`config.mk`:
```
export PLATFORM = sky130hd
export DESIGN_NAME = rsi_sqrt_cell
export DESIGN_NICKNAME = d
export VERILOG_FILES = /design/src/hw/rtl/rsi_pkg.sv /design/src/hw/rtl/rsi_sqrt_cell.sv
export SDC_FILE = /design/constraint.sdc
export NUM_CORES = 1
export LEC_CHECK = 0
export BUFFER_PORTS_ARGS = -buffer_cell sky130_fd_sc_hd__buf_2
export CORE_AREA = 2 2 142 144
export DETAILED_ROUTE_END_ITERATION = 8
export DIE_AREA = 0 0 144 146
export PLACE_DENSITY = 0.85
export SLEW_MARGIN = 0
export SYNTH_ARGS = -nofsm -noshare
export SYNTH_HDL_FRONTEND = slang
export SYNTH_SLANG_ARGS = --single-unit
```
`constraint.sdc`:
```
create_clock -name clk -period 3.5 [get_ports clk]
set_clock_uncertainty 0.1 [all_clocks]
set_input_delay 0 -clock clk [delete_from_list [all_inputs] [get_ports clk]]
set_output_delay 0 -clock clk [all_outputs]
set_load 0.005 [all_outputs]
```
`src/hw/rtl/rsi_pkg.sv`:
```
// ----------------------------------------------------------------------------
// rsi_pkg
// Shared widths, register codes and stage payload types for the
// ray/sphere intersection pipeline.
// ----------------------------------------------------------------------------
package rsi_pkg;

    localparam int WORD_W     = 32;
    localparam int FRAC_W     = 16;
    localparam int GUARD_W    = 14;
    localparam int RAD_W      = WORD_W - 1;
    localparam int IN_DATA_W  = 6 * WORD_W;
    localparam int OUT_DATA_W = 128;
    localparam int REG_IDX_W  = 2;

    // digit-by-digit square root: 92-bit radicand, 46-bit root
    localparam int SQ_IN_W  = 92;
    localparam int SQ_RT_W  = SQ_IN_W / 2;
    localparam int SQ_REM_W = SQ_RT_W + 1;

    // restoring divider: 81-bit dividend, 46-bit divisor, 36-bit quotient
    localparam int DIV_NUM_W = 81;
    localparam int DIV_DEN_W = SQ_RT_W;
    localparam int DIV_Q_W   = 36;

    localparam logic [REG_IDX_W-1:0] REG_CENTER_X = 2'd0;
    localparam logic [REG_IDX_W-1:0] REG_CENTER_Y = 2'd1;
    localparam logic [REG_IDX_W-1:0] REG_CENTER_Z = 2'd2;
    localparam logic [REG_IDX_W-1:0] REG_RADIUS   = 2'd3;

    localparam logic [RAD_W-1:0] RADIUS_RESET = 31'h0001_0000;

    typedef struct packed {
        logic [SQ_REM_W-1:0] rem;
        logic [SQ_RT_W-1:0]  root;
        logic [SQ_IN_W-1:0]  x;
    } sq_t;

    typedef struct packed {
        logic [DIV_DEN_W-1:0] den;
        logic [DIV_DEN_W-1:0] rem;
        logic [DIV_Q_W-1:0]   nq;
    } dv_t;

    typedef struct packed {
        logic                   func;
        logic                   zero;
        logic                   hneg;
        logic [2:0]             dsgn;
        logic [2:0][WORD_W-1:0] org;
        logic [2:0][WORD_W-1:0] dmag;
        logic [65:0]            l2;
        logic [64:0]            pm;
    } pre_t;

    typedef struct packed {
        logic                   func;
        logic                   zero;
        logic                   hneg;
        logic [2:0]             dsgn;
        logic [2:0][WORD_W-1:0] org;
        logic [2:0][WORD_W-1:0] dmag;
        logic [65:0]            l2;
    } hdiv_t;

    typedef struct packed {
        logic                   func;
        logic                   miss;
        logic                   hneg;
        logic [33:0]            hm;
        logic [2:0]             dsgn;
        logic [2:0][WORD_W-1:0] org;
        logic [2:0][WORD_W-1:0] dmag;
        logic [DIV_DEN_W-1:0]   nd;
    } root_t;

    typedef struct packed {
        logic                   miss;
        logic [34:0]            t;
        logic [2:0]             dsgn;
        logic [2:0][WORD_W-1:0] org;
        logic [2:0][WORD_W-1:0] dmag;
        logic [DIV_DEN_W-1:0]   nd;
    } pnt_t;

endpackage

```
`src/hw/rtl/rsi_sqrt_cell.sv`:
```
// ----------------------------------------------------------------------------
// rsi_sqrt_cell
// One root bit of a pipelined integer square root.
// ----------------------------------------------------------------------------
module rsi_sqrt_cell (
    input  logic          clk,
    input  logic          en,
    input  rsi_pkg::sq_t  cell_in,
    output rsi_pkg::sq_t  cell_out
);
    import rsi_pkg::*;

    logic [SQ_REM_W+1:0] trial;
    logic [SQ_REM_W+1:0] test;
    logic [SQ_REM_W+1:0] diff;
    logic                ge;
    sq_t                 out_reg;

    always_comb
    begin
        trial = {cell_in.rem, cell_in.x[SQ_IN_W-1 -: 2]};
        test  = {1'b0, cell_in.root, 2'b01};
        diff  = trial - test;
        ge    = (trial >= test);
    end

    always_ff @(posedge clk)
    begin
        if (en)
        begin
            out_reg.rem  <= ge ? diff[SQ_REM_W-1:0] : trial[SQ_REM_W-1:0];
            out_reg.root <= {cell_in.root[SQ_RT_W-2:0], ge};
            out_reg.x    <= {cell_in.x[SQ_IN_W-3:0], 2'b00};
        end
    end

    assign cell_out = out_reg;

endmodule

```
# ---- Yosys cells after proc, flatten, opt, wreduce, memory -nomap -nowiden
# Cells that the tools add are included.
dict set report op_classes {
  addsub 1
  order_cmp 1
  muxes 1
}
# op count
set ops {}
lappend ops {{49-bit by 48-bit greater-or-equal comparator with 1-bit output} 1}
lappend ops {{47-bit two-way mux} 1}
lappend ops {{47-bit subtractor} 1}
dict set report word_totals {
  register_bits 183
  inputBits 187
  out_inout_bits 185
  word_cells 6
}

# ---- Depth between registers and ports, before layout
dict set report depth {
  depth_word 2
  mapped_depth 15
  ltp_nobuf 12
}

# ---- Worst setup path before layout
# Ideal clock, no wire load.
dict set report synth_path {
  kind {in2reg}
  start {in cell_in[96] (netlist name)}
  end {reg out_reg, in the netlist cell_out[142] (data pin)}
  setup_ns 0.262
  arrival_ns 2.386
  required_ns 3.138
  setup_slack_ns 0.752
  cell_stages 13
  path_buffers 2
  cell_sequence {inv_1 -> ha_1 -> buf_2 -> o21ai_0 -> a211oi_1 -> o21ai_0 -> a2111oi_1 -> o21a_1 -> nor3_2 -> o31a_4 -> inv_6 -> buf_4 -> mux2_1}
}
dict set report synth_between {
  elab_chain_len 2
}
# element line
set synth_lines {}
lappend synth_lines {{start: declaration} rsi_sqrt_cell.sv:8} ;# input rsi_pkg::sq_t cell_in,
lappend synth_lines {{49-bit by 48-bit greater-or-equal comparator with 1-bit output} rsi_sqrt_cell.sv:24} ;# ge = (trial >= test);
lappend synth_lines {{47-bit two-way mux} rsi_sqrt_cell.sv:31} ;# out_reg.rem <= ge ? diff[SQ_REM_W-1:0] : trial[SQ_REM_W-1:0];
lappend synth_lines {{end: declaration} rsi_sqrt_cell.sv:17} ;# sq_t out_reg;
# No other way between the ends.
# A chain may end at the register's enable or synchronous reset.

# ---- Worst setup path after layout
dict set report layout_path {
  start {in cell_in[92] (netlist name)}
  end {reg out_reg, in the netlist cell_out[176] (data pin)}
}
dict set report layout_between {
  elab_chain_len 2
  elab_cells_between_ends 3
  cone_classes {add/sub (1); order compare (1); mux (1)}
}
# element line
set layout_lines {}
lappend layout_lines {{47-bit subtractor or 49-bit by 48-bit greater-or-equal comparator with 1-bit output (tied branches)} {rsi_sqrt_cell.sv:23, rsi_sqrt_cell.sv:24}}
lappend layout_lines {{47-bit two-way mux *} rsi_sqrt_cell.sv:31}
# Mark *: on every way between the ends. The rest lies on a longest branch, timed or not.

==> impl_metrics.toml <==
[worst_setup_path]
worstSetupPathType = "input port to flip-flop"
path_max_fanout = 6
cp.required_ps = 3670
crit_arrival_ps = 3480
startpoint_type = "input port"
endpoint_kind = "flip-flop"

[detailed_routing]
initialDrtViolationCount = 629
ant_nets = 0
drc_errors = 0
detail_route.wl_per_cell_um = 20.0
drt_wl_total_mm = 31.0
vias = 8162
dr.pass1.iters = 5
viasPerCell = 5.26

[global_routing]
grt-ovfl-total = 0
busiest_layer = "met2"
grt_max_degree = 79
use_met3_pct = 6.42
grt_use_met1_pct = 33.7
track_usage_pct = 28.7
grt_pass1_vias = 8405
antenna_found_initial = 2
grt_pass1_wl_mm = 46.0
use_met2_pct = 49.2

[sta]
tns_ps = 0
finalCritPeriodShare_pct = 94.6
setup_viol = 0
report.final.slew_viol_count = 0
rsz0062_at_grt = "no"
hold_viol_final = 0
slew_headroom_pct = 55.5
min_period_ps = 3310
layout_setup_ws_ps = 187
timing.fmax_ghz = 0.302
tightest_slew_ps = 667
holdWs_ps = 66.6

[layout]
final_common_cell = "buf_2"
final_nets = 1507
area_growth_pct = 51.3
drive_gt1_share_pct = 33.7
layout_common_cells = "buf_2 (368), edfxtp_1 (183), dlygate4sd3_1 (182)"
largest_reg_flops = 183
fillers = 1312

[place]
place_congestion = 0.894
place_hpwl_mm = 20.3
dp_slack_ps = 260
io_buffers = 369

[die]
die-area_mm2 = 0.0210
die_x_um = 144
ios = 372
num_rows = 51
core_area_mm2 = 0.0193
start_util_pct = 46.1
die_h_um = 146

[pwr]
power_leakage_nw = 5.99
ir_drop_v = 0.000317
power.total_mw = 6.02
pwr_density_cell_mw_per_mm2 = 446

[clock_tree]
htreeDepth = 4
cts_made_buffers = 17
clockRootBuffer = "clkbuf_16"
tritoncts = "done"
post_cts_buffers = 0
clk_transition_reported_paths_ps = 80
clockBufferDepth = 2
cts_sinks = 183

[logic_synthesis]
synth_seq_cells = 183
syn_avg_cell_area_um2 = 12.4
synth_edf_count = 183
synth_cell_types = 67
syn-cell-area_mm2 = 0.00892
ys.flop_type = "edfxtp_1"
yosys_warnings = 0
async_flop_share_pct = 0
synth-seq-area-share_pct = 61.6
syn_inst = 718

[run]
maxCapViolCount = 0

[run_status]
status = "completed"

[min_path]
hold_path_class = "input port to flip-flop"
cell type report:
| cell class | instances | area [µm²] | share of cell area (%) |
|---|---|---|---|
| well taps | 265 | 332 | 2.46 |
| inverters | 58 | 230 | 1.71 |
| clock buffers | 17 | 425 | 3.15 |
| multi-input cells | 450 | 3070 | 22.7 |
| flip-flops and latches | 183 | 5500 | 40.7 |
| clock inverters | 15 | 171 | 1.27 |
| repair buffers | 562 | 3770 | 27.9 |
| diodes | 2 | 5.00 | 0.0371 |
stage by stage:
stage | instances | util, % | instance area [µm²]
2_1_floorplan | 719 | - | 8920
3_3_place_gp | 1336 | 57.1 | 11000
3_5_place_dp | 1336 | 57.1 | 11000
4_1_cts | 1550 | 69.6 | 13500
5_1_grt | 1552 | 69.8 | 13500
6_report | 1552 | 69.8 | 13500
logic make-up after synthesis:
logic type,after synthesis,share of synthesized area (%)
muxes,8,0.982
other,1,0.0420
buffers and inverters,86,4.28
and+or+nand+nor,171,9.34
xor gates and xnor gates,40,3.93
DFF,183,61.6
AOI/OAI and AO/OA,181,13.1
adders and majority gates,48,6.73
final timing paths:
kind  cells past startpoint  slack [ps]             to          from
max                      13         190  cell_out[176]   cell_in[92]
min                       5          70  cell_out[183]  cell_in[184]
power by group:
part	switching, mW	total (mW)	internal [mW]
registers	0.0689	2.74	2.67
clock network	0.990	1.96	0.970
logic	0.690	1.31	0.624
critical path, stage by stage:
cell and delay (ps):
dlygate4sd3_1 530, buf_2 110, inv_1 40, ha_1 350, nor2b_4 150, o2111a_1 240
or2_1 280, a311o_2 470, o21a_4 270, a221oi_4 420, a21oi_1 180, o211a_1 250
nor3_2 160
layer usage:
layer	wire length (µm)	part of all wire, %
met3	2470	8.0
met1	11500	37
met5	0	0
met2	15500	50
met4	1450	4.7
cells in the mapped netlist (all sizes together), types with 5 or more instances:
| master | n | share of area [%] |
|---|---|---|
| nand2b | 7 | 0.49 |
| ha | 48 | 6.7 |
| buf | 16 | 1.2 |
| nor3 | 10 | 0.67 |
| o21a | 6 | 0.59 |
| a31oi | 9 | 0.63 |
| o21ai | 24 | 1.4 |
| o21bai | 5 | 0.42 |
| xnor2 | 28 | 2.7 |
| edfxtp | 183 | 62 |
| nand3 | 11 | 0.62 |
| a21o | 23 | 2.0 |
| nor2 | 62 | 2.6 |
| clkbuf | 12 | 0.62 |
| nand4 | 15 | 1.1 |
| xor2 | 12 | 1.2 |
| inv | 58 | 2.5 |
| nand2 | 35 | 1.5 |
| a21oi | 80 | 4.5 |
| nor2b | 6 | 0.51 |
| mux2 | 6 | 0.76 |
repair_timing:
action	4_1_cts	5_1_grt
hold buffers	182	0
endpoints found under the setup margin	0	34
gates resized for setup	0	7
endpoints found under the hold margin	182	0
No activity file was read; power rests on OpenSTA's default activity.
