`src/hw/rtl/rsi_pkg.sv`:
```
// ----------------------------------------------------------------------------
// rsi_pkg
// Shared widths, register codes and stage payload types for the
// ray/sphere intersection pipeline.
// ----------------------------------------------------------------------------
package rsi_pkg;

    localparam int WORD_W     = 32;
    localparam int FRAC_W     = 16;
    localparam int GUARD_W    = 14;
    localparam int RAD_W      = WORD_W - 1;
    localparam int IN_DATA_W  = 6 * WORD_W;
    localparam int OUT_DATA_W = 128;
    localparam int REG_IDX_W  = 2;

    // digit-by-digit square root: 92-bit radicand, 46-bit root
    localparam int SQ_IN_W  = 92;
    localparam int SQ_RT_W  = SQ_IN_W / 2;
    localparam int SQ_REM_W = SQ_RT_W + 1;

    // restoring divider: 81-bit dividend, 46-bit divisor, 36-bit quotient
    localparam int DIV_NUM_W = 81;
    localparam int DIV_DEN_W = SQ_RT_W;
    localparam int DIV_Q_W   = 36;

    localparam logic [REG_IDX_W-1:0] REG_CENTER_X = 2'd0;
    localparam logic [REG_IDX_W-1:0] REG_CENTER_Y = 2'd1;
    localparam logic [REG_IDX_W-1:0] REG_CENTER_Z = 2'd2;
    localparam logic [REG_IDX_W-1:0] REG_RADIUS   = 2'd3;

    localparam logic [RAD_W-1:0] RADIUS_RESET = 31'h0001_0000;

    typedef struct packed {
        logic [SQ_REM_W-1:0] rem;
        logic [SQ_RT_W-1:0]  root;
        logic [SQ_IN_W-1:0]  x;
    } sq_t;

    typedef struct packed {
        logic [DIV_DEN_W-1:0] den;
        logic [DIV_DEN_W-1:0] rem;
        logic [DIV_Q_W-1:0]   nq;
    } dv_t;

    typedef struct packed {
        logic                   func;
        logic                   zero;
        logic                   hneg;
        logic [2:0]             dsgn;
        logic [2:0][WORD_W-1:0] org;
        logic [2:0][WORD_W-1:0] dmag;
        logic [65:0]            l2;
        logic [64:0]            pm;
    } pre_t;

    typedef struct packed {
        logic                   func;
        logic                   zero;
        logic                   hneg;
        logic [2:0]             dsgn;
        logic [2:0][WORD_W-1:0] org;
        logic [2:0][WORD_W-1:0] dmag;
        logic [65:0]            l2;
    } hdiv_t;

    typedef struct packed {
        logic                   func;
        logic                   miss;
        logic                   hneg;
        logic [33:0]            hm;
        logic [2:0]             dsgn;
        logic [2:0][WORD_W-1:0] org;
        logic [2:0][WORD_W-1:0] dmag;
        logic [DIV_DEN_W-1:0]   nd;
    } root_t;

    typedef struct packed {
        logic                   miss;
        logic [34:0]            t;
        logic [2:0]             dsgn;
        logic [2:0][WORD_W-1:0] org;
        logic [2:0][WORD_W-1:0] dmag;
        logic [DIV_DEN_W-1:0]   nd;
    } pnt_t;

endpackage

```
`src/hw/rtl/rsi_div_cell.sv`:
```
// ----------------------------------------------------------------------------
// rsi_div_cell
// One quotient bit of a pipelined restoring divider.
// ----------------------------------------------------------------------------
module rsi_div_cell (
    input  logic          clk,
    input  logic          en,
    input  rsi_pkg::dv_t  cell_in,
    output rsi_pkg::dv_t  cell_out
);
    import rsi_pkg::*;

    logic [DIV_DEN_W:0] trial;
    logic [DIV_DEN_W:0] diff;
    logic               ge;
    dv_t                out_reg;

    always_comb
    begin
        trial = {cell_in.rem, cell_in.nq[DIV_Q_W-1]};
        diff  = trial - {1'b0, cell_in.den};
        ge    = (trial >= {1'b0, cell_in.den});
    end

    always_ff @(posedge clk)
    begin
        if (en)
        begin
            out_reg.den <= cell_in.den;
            out_reg.rem <= ge ? diff[DIV_DEN_W-1:0] : trial[DIV_DEN_W-1:0];
            out_reg.nq  <= {cell_in.nq[DIV_Q_W-2:0], ge};
        end
    end

    assign cell_out = out_reg;

endmodule

```
`config.mk`:
```
export PLATFORM = sky130hd
export DESIGN_NAME = rsi_div_cell
export DESIGN_NICKNAME = d
export VERILOG_FILES = /design/src/hw/rtl/rsi_pkg.sv /design/src/hw/rtl/rsi_div_cell.sv
export SDC_FILE = /design/constraint.sdc
export NUM_CORES = 1
export LEC_CHECK = 0
export ABC_CLOCK_PERIOD_IN_PS = 4300
export BUFFER_PORTS_ARGS = -buffer_cell sky130_fd_sc_hd__buf_2
export CAP_MARGIN = 20
export CORE_MARGIN = 1
export CORE_UTILIZATION = 45
export DETAILED_ROUTE_END_ITERATION = 7
export GPL_TIMING_DRIVEN = 0
export PLACE_DENSITY = 0.78
export SLEW_MARGIN = 10
export SYNTH_ARGS = -nofsm -noshare
export SYNTH_HDL_FRONTEND = slang
export SYNTH_SLANG_ARGS = --single-unit
```
`constraint.sdc`:
```
create_clock -name clk -period 4.3 [get_ports clk]
set_clock_uncertainty 0.15 [all_clocks]
set_input_delay 0.645 -clock clk [delete_from_list [all_inputs] [get_ports clk]]
set_output_delay 0.645 -clock clk [all_outputs]
set_load 0.005 [all_outputs]
```
* Yosys cells after proc, flatten, opt, wreduce, memory -nomap -nowiden
Index checks and enable logic that the tools add are counted.
** Word-level totals
- Bits in registers :: 128
- Bits of input ports :: 130
- Word-level logic and storage cells :: 6
** Operators by class
- $add $sub $neg :: 1
- $lt $le $gt $ge :: 1
- Muxes and demuxes :: 1
** Operators by type and width (count)
- $ge 47x46->1 :: 1
- $mux 46 :: 1
- $sub 46x46->46 :: 1

* Depth between registers and ports, before layout
- Depth after elaboration :: 2
- Gate-level depth with buffers :: 14
- Depth with buffers taken out :: 13

* Least setup slack after synthesis
Ideal clock, no wire load.
- Path type :: input to register
- From :: in cell_in[84] (netlist bit)
- To :: reg out_reg, in the netlist cell_out[44], data pin
- Arrival :: 3124 ps
- Data required time :: 3890 ps
- Slack :: 766 ps
- Cell stages on the path :: 13
- Path buffers :: 1
- Cells stage by stage :: inv_1 ha_1 nor2_1 a211o_1 a311o_1 a21oi_2 nor2_2 o41ai_4 and4_4 nor2_8 inv_8 buf_12 mux2_4
** On the way
- Longest elaborated chain between the ends :: 2
- Elaborated cells between the ends (all ways) :: 3
- Those cells by class :: add/sub: 1; order compare: 1; mux: 1
** Ends and longest elaborated chain
- start: declaration :: RTL line rsi_div_cell.sv:8 : input rsi_pkg::dv_t cell_in,
- $sub 46x46->46 or $ge 47x46->1 (tied branches) :: RTL line rsi_div_cell.sv:21, rsi_div_cell.sv:22
- $mux 46 * :: RTL line rsi_div_cell.sv:30 : out_reg.rem <= ge ? diff[DIV_DEN_W-1:0] : trial[DIV_DEN_W-1:0];
- end: declaration :: RTL line rsi_div_cell.sv:16 : dv_t out_reg;
Mark *: on every way between the ends. The rest lies on a longest branch, timed or not.
A chain may end at the register's enable or synchronous reset.

* Worst setup path in the final report
- From :: in cell_in[35] (netlist bit)
- To :: reg out_reg, in the netlist cell_out[80], data pin
The elaborated chain is that of the path after synthesis.

==> out/summary.md <==
### Detailed routing
* **drt total wl** 19300 microns
* **post-detailed-route wirelength per cell** 16.96 microns
* **number of vias per cell after detailed routing** 5.201
* **count of antenna-violating nets left after detailed routing** 0
* **drt drc** 0
* **Vias** 5919
* **iteration count of the initial detailed-routing pass** 5
* **DRC marker count from the first detailed-route iteration** 375

### Synth
* **net count of the mapped netlist** 808
* **summed instance area of the synthesized netlist** 0.007522 sq mm
* **number of distinct library cells after synthesis** 69
* **commonest register cell after synthesis** edfxtp_1
* **share of async-settable or async-resettable flops after synthesis** 0
* **average size of a mapped cell** 11.92 sq um
* **count of warnings emitted by yosys** 0
* **register bit count reported by yosys** 128
* **post-synthesis sequential area ratio** 0.5110
* **cell count after synthesis** 631
* **number of enable flip-flop cells after synthesis** 128

### STA
* **final period demand of the worst path** 3.727 ns
* **Max Slew Vio Count** 0
* **unrepaired setup endpoints after global routing** no
* **fmax** 268.3 MHz
* **worst path setup slack after routing** 0.5730 ns
* **transition time at the pin with the least slew margin** 0.7106 ns
* **final hold violation count** 0
* **worst slack on hold paths** 0.2471 ns
* **part of the cycle the worst path needs** 0.8668
* **normalized max-slew margin** 0.5140
* **Finish-stage setup viols** 0
* **Total Neg Setup Slack** 0 ns

### Layout
* **proportion of layout cells with a drive suffix above 1** 0.3822
* **area of the multi-input gates** 0.003229 sq mm
* **Net count, final** 1085
* **core utilization of the finished layout** 0.6012
* **flip-flop count of the largest register, all copies and words added** 128
* **Fillers** 1347
* **commonest cells after routing, fill and taps aside** buf_2 (258), edfxtp_1 (128), a21oi_1 (58)
* **commonest non-fill, non-tap cell in the layout** buf_2
* **Layout Cell Area excl Fill** 0.009689 sq mm
* **filler-free cell count of the finished design** 1138
* **area growth from synthesis to layout** 28.81%
* **footprint of the flip-flops and latches** 0.003844 sq mm

### CTS
* **# Post-CTS Setup Buffers** 0
* **Num CTS Buffers** 17
* **hold buffer count at CTS** 0
* **post-CTS clock slew at the launch and capture registers of the worst setup and hold paths** 0.06 ns
* **clock sinks** 128
* **number of H-tree branching levels** 4
* **TritonCTS clock tree** done
* **maximum buffer depth of the clock tree** 2
* **post-cts gate resize count** 0
* **root buf cell** clkbuf_16

### Setup path
* **worst path arrival time** 3.74 ns
* **type of element launching the critical path** input port
* **endpoint kind of the worst setup timing path** register
* **maximum net fanout on the critical path** 4
* **critical setup path kind** input port to register
* **required time of the worst setup path** 4.32 ns

### Hold path
* **Hold WC Path Type** input port to register
* **worst hold start** cell_in[9]
* **hold worst-path end** cell_out[10]
* **worst hold path cell count** 1

### Floorplanning
* **effective utilization at floorplan** 0.4668
* **area of the die** 0.01724 sq mm
* **horizontal die dimension** 131.3 microns
* **placeable core area** 0.01612 sq mm
* **die span in y** 131.3 microns
* **number of core rows** 46
* **IO Pins** 258

### Run status
* **result of the run** finished, final reports clean

### GRT
* **Remaining Overflow, GRT** 0
* **pin count of the biggest net entering global routing** 71
* **initial antenna violation count** 2
* **GRT Util Overall** 0.2259
* **first-pass GRT wire length** 30070 microns
* **vias in the first global route** 5785

### Placed design
* **routability cong.** 0.8702
* **DP Worst Slack** 0.1980 ns
* **number of port buffers** 257
* **Cells after DPL** 1105
* **Final HPWL DP** 14950 microns
* **Post-Place Cell Area** 0.009112 sq mm

### Power and ir drop
* **Total Power** 3.873 mW
* **worst supply voltage drop on vdd** 0.2658 mV
* **P per Cell Area** 399.7 mW/mm^2
* **static leakage** 4.424 nW

### Run
* **max-cap violation count** 0

logic make-up after synthesis:
logic type      count (synthesis)  share of synthesized area
compound gates                171                     0.1492
xor+xnor                       39                    0.04541
fa+ha+maj                      47                    0.07917
buf+inv                        81                    0.05971
flops                         128                     0.5110
mux                            32                    0.06005
simple gates                  133                    0.09548
metal layers:
layer | GRT usage | share of wire | vias up
met5 | 0 | 0.00062 | -
met4 | 0.08333 | 0.023 | 2
met3 | 0.06019 | 0.075 | 31
met2 | 0.3827 | 0.49 | 244
met1 | 0.2754 | 0.41 | 2722
li1 | - | - | 2920
report_power, final:
part / total [mW] / switching (mW) / internal (mW)
Clock: 1.41 / 0.598 / 0.815
Sequential: 1.57 / 0.0296 / 1.54
Combinational: 0.888 / 0.457 / 0.431
Total: 3.87 / 1.08 / 2.79
final cells by class:
class                      instances  area share
multi-input combinational        422      0.3333
clock buffer                      18     0.04429
buffer                            23     0.02311
sequential                       128      0.3967
clock inverter                    14     0.01498
tap                              216     0.02789
timing repair buffer             258      0.1362
inverter                          58     0.02324
antenna                            1   0.0002583
cells in the mapped netlist (7+ instances only):
master,number,area [sq um]
a21o_1,24,180.2
nand4_1,11,68.82
ha_1,46,575.6
edfxtp_1,128,3844
o211ai_1,7,52.55
mux2_4,25,375.4
o21ai_0,28,140.1
nand2_1,38,142.6
xnor2_1,26,227.7
xor2_1,13,113.9
clkbuf_1,7,26.28
inv_1,56,210.2
a21oi_1,58,290.3
nand3_1,20,100.1
nor2_1,21,78.83
worst max-delay path, stage by stage:
cell and delay [ns]:
buf_2 0.11, inv_1 0.05, ha_1 0.17, inv_1 0.06, fa_1 0.41, a21oi_1 0.28
o211ai_1 0.13, a31oi_1 0.43, a2111oi_0 0.27, o211ai_1 0.32, nand2_1 0.14, o31ai_1 0.37
xnor2_1 0.11, mux2_4 0.26
how the worst max path moves through the flow:
stage                     cells after the start         from  slack, ns            to
after global placement                       14  cell_in[35]       0.20  cell_out[80]
final                                        14  cell_in[35]       0.57  cell_out[80]
after floorplan                              13  cell_in[84]       0.77  cell_out[44]
after global routing                         12  cell_in[98]       0.36  cell_out[81]
after detailed placement                     14  cell_in[35]       0.20  cell_out[80]
after CTS                                    14  cell_in[35]       0.61  cell_out[80]
(Power assumes the default switching activity.)
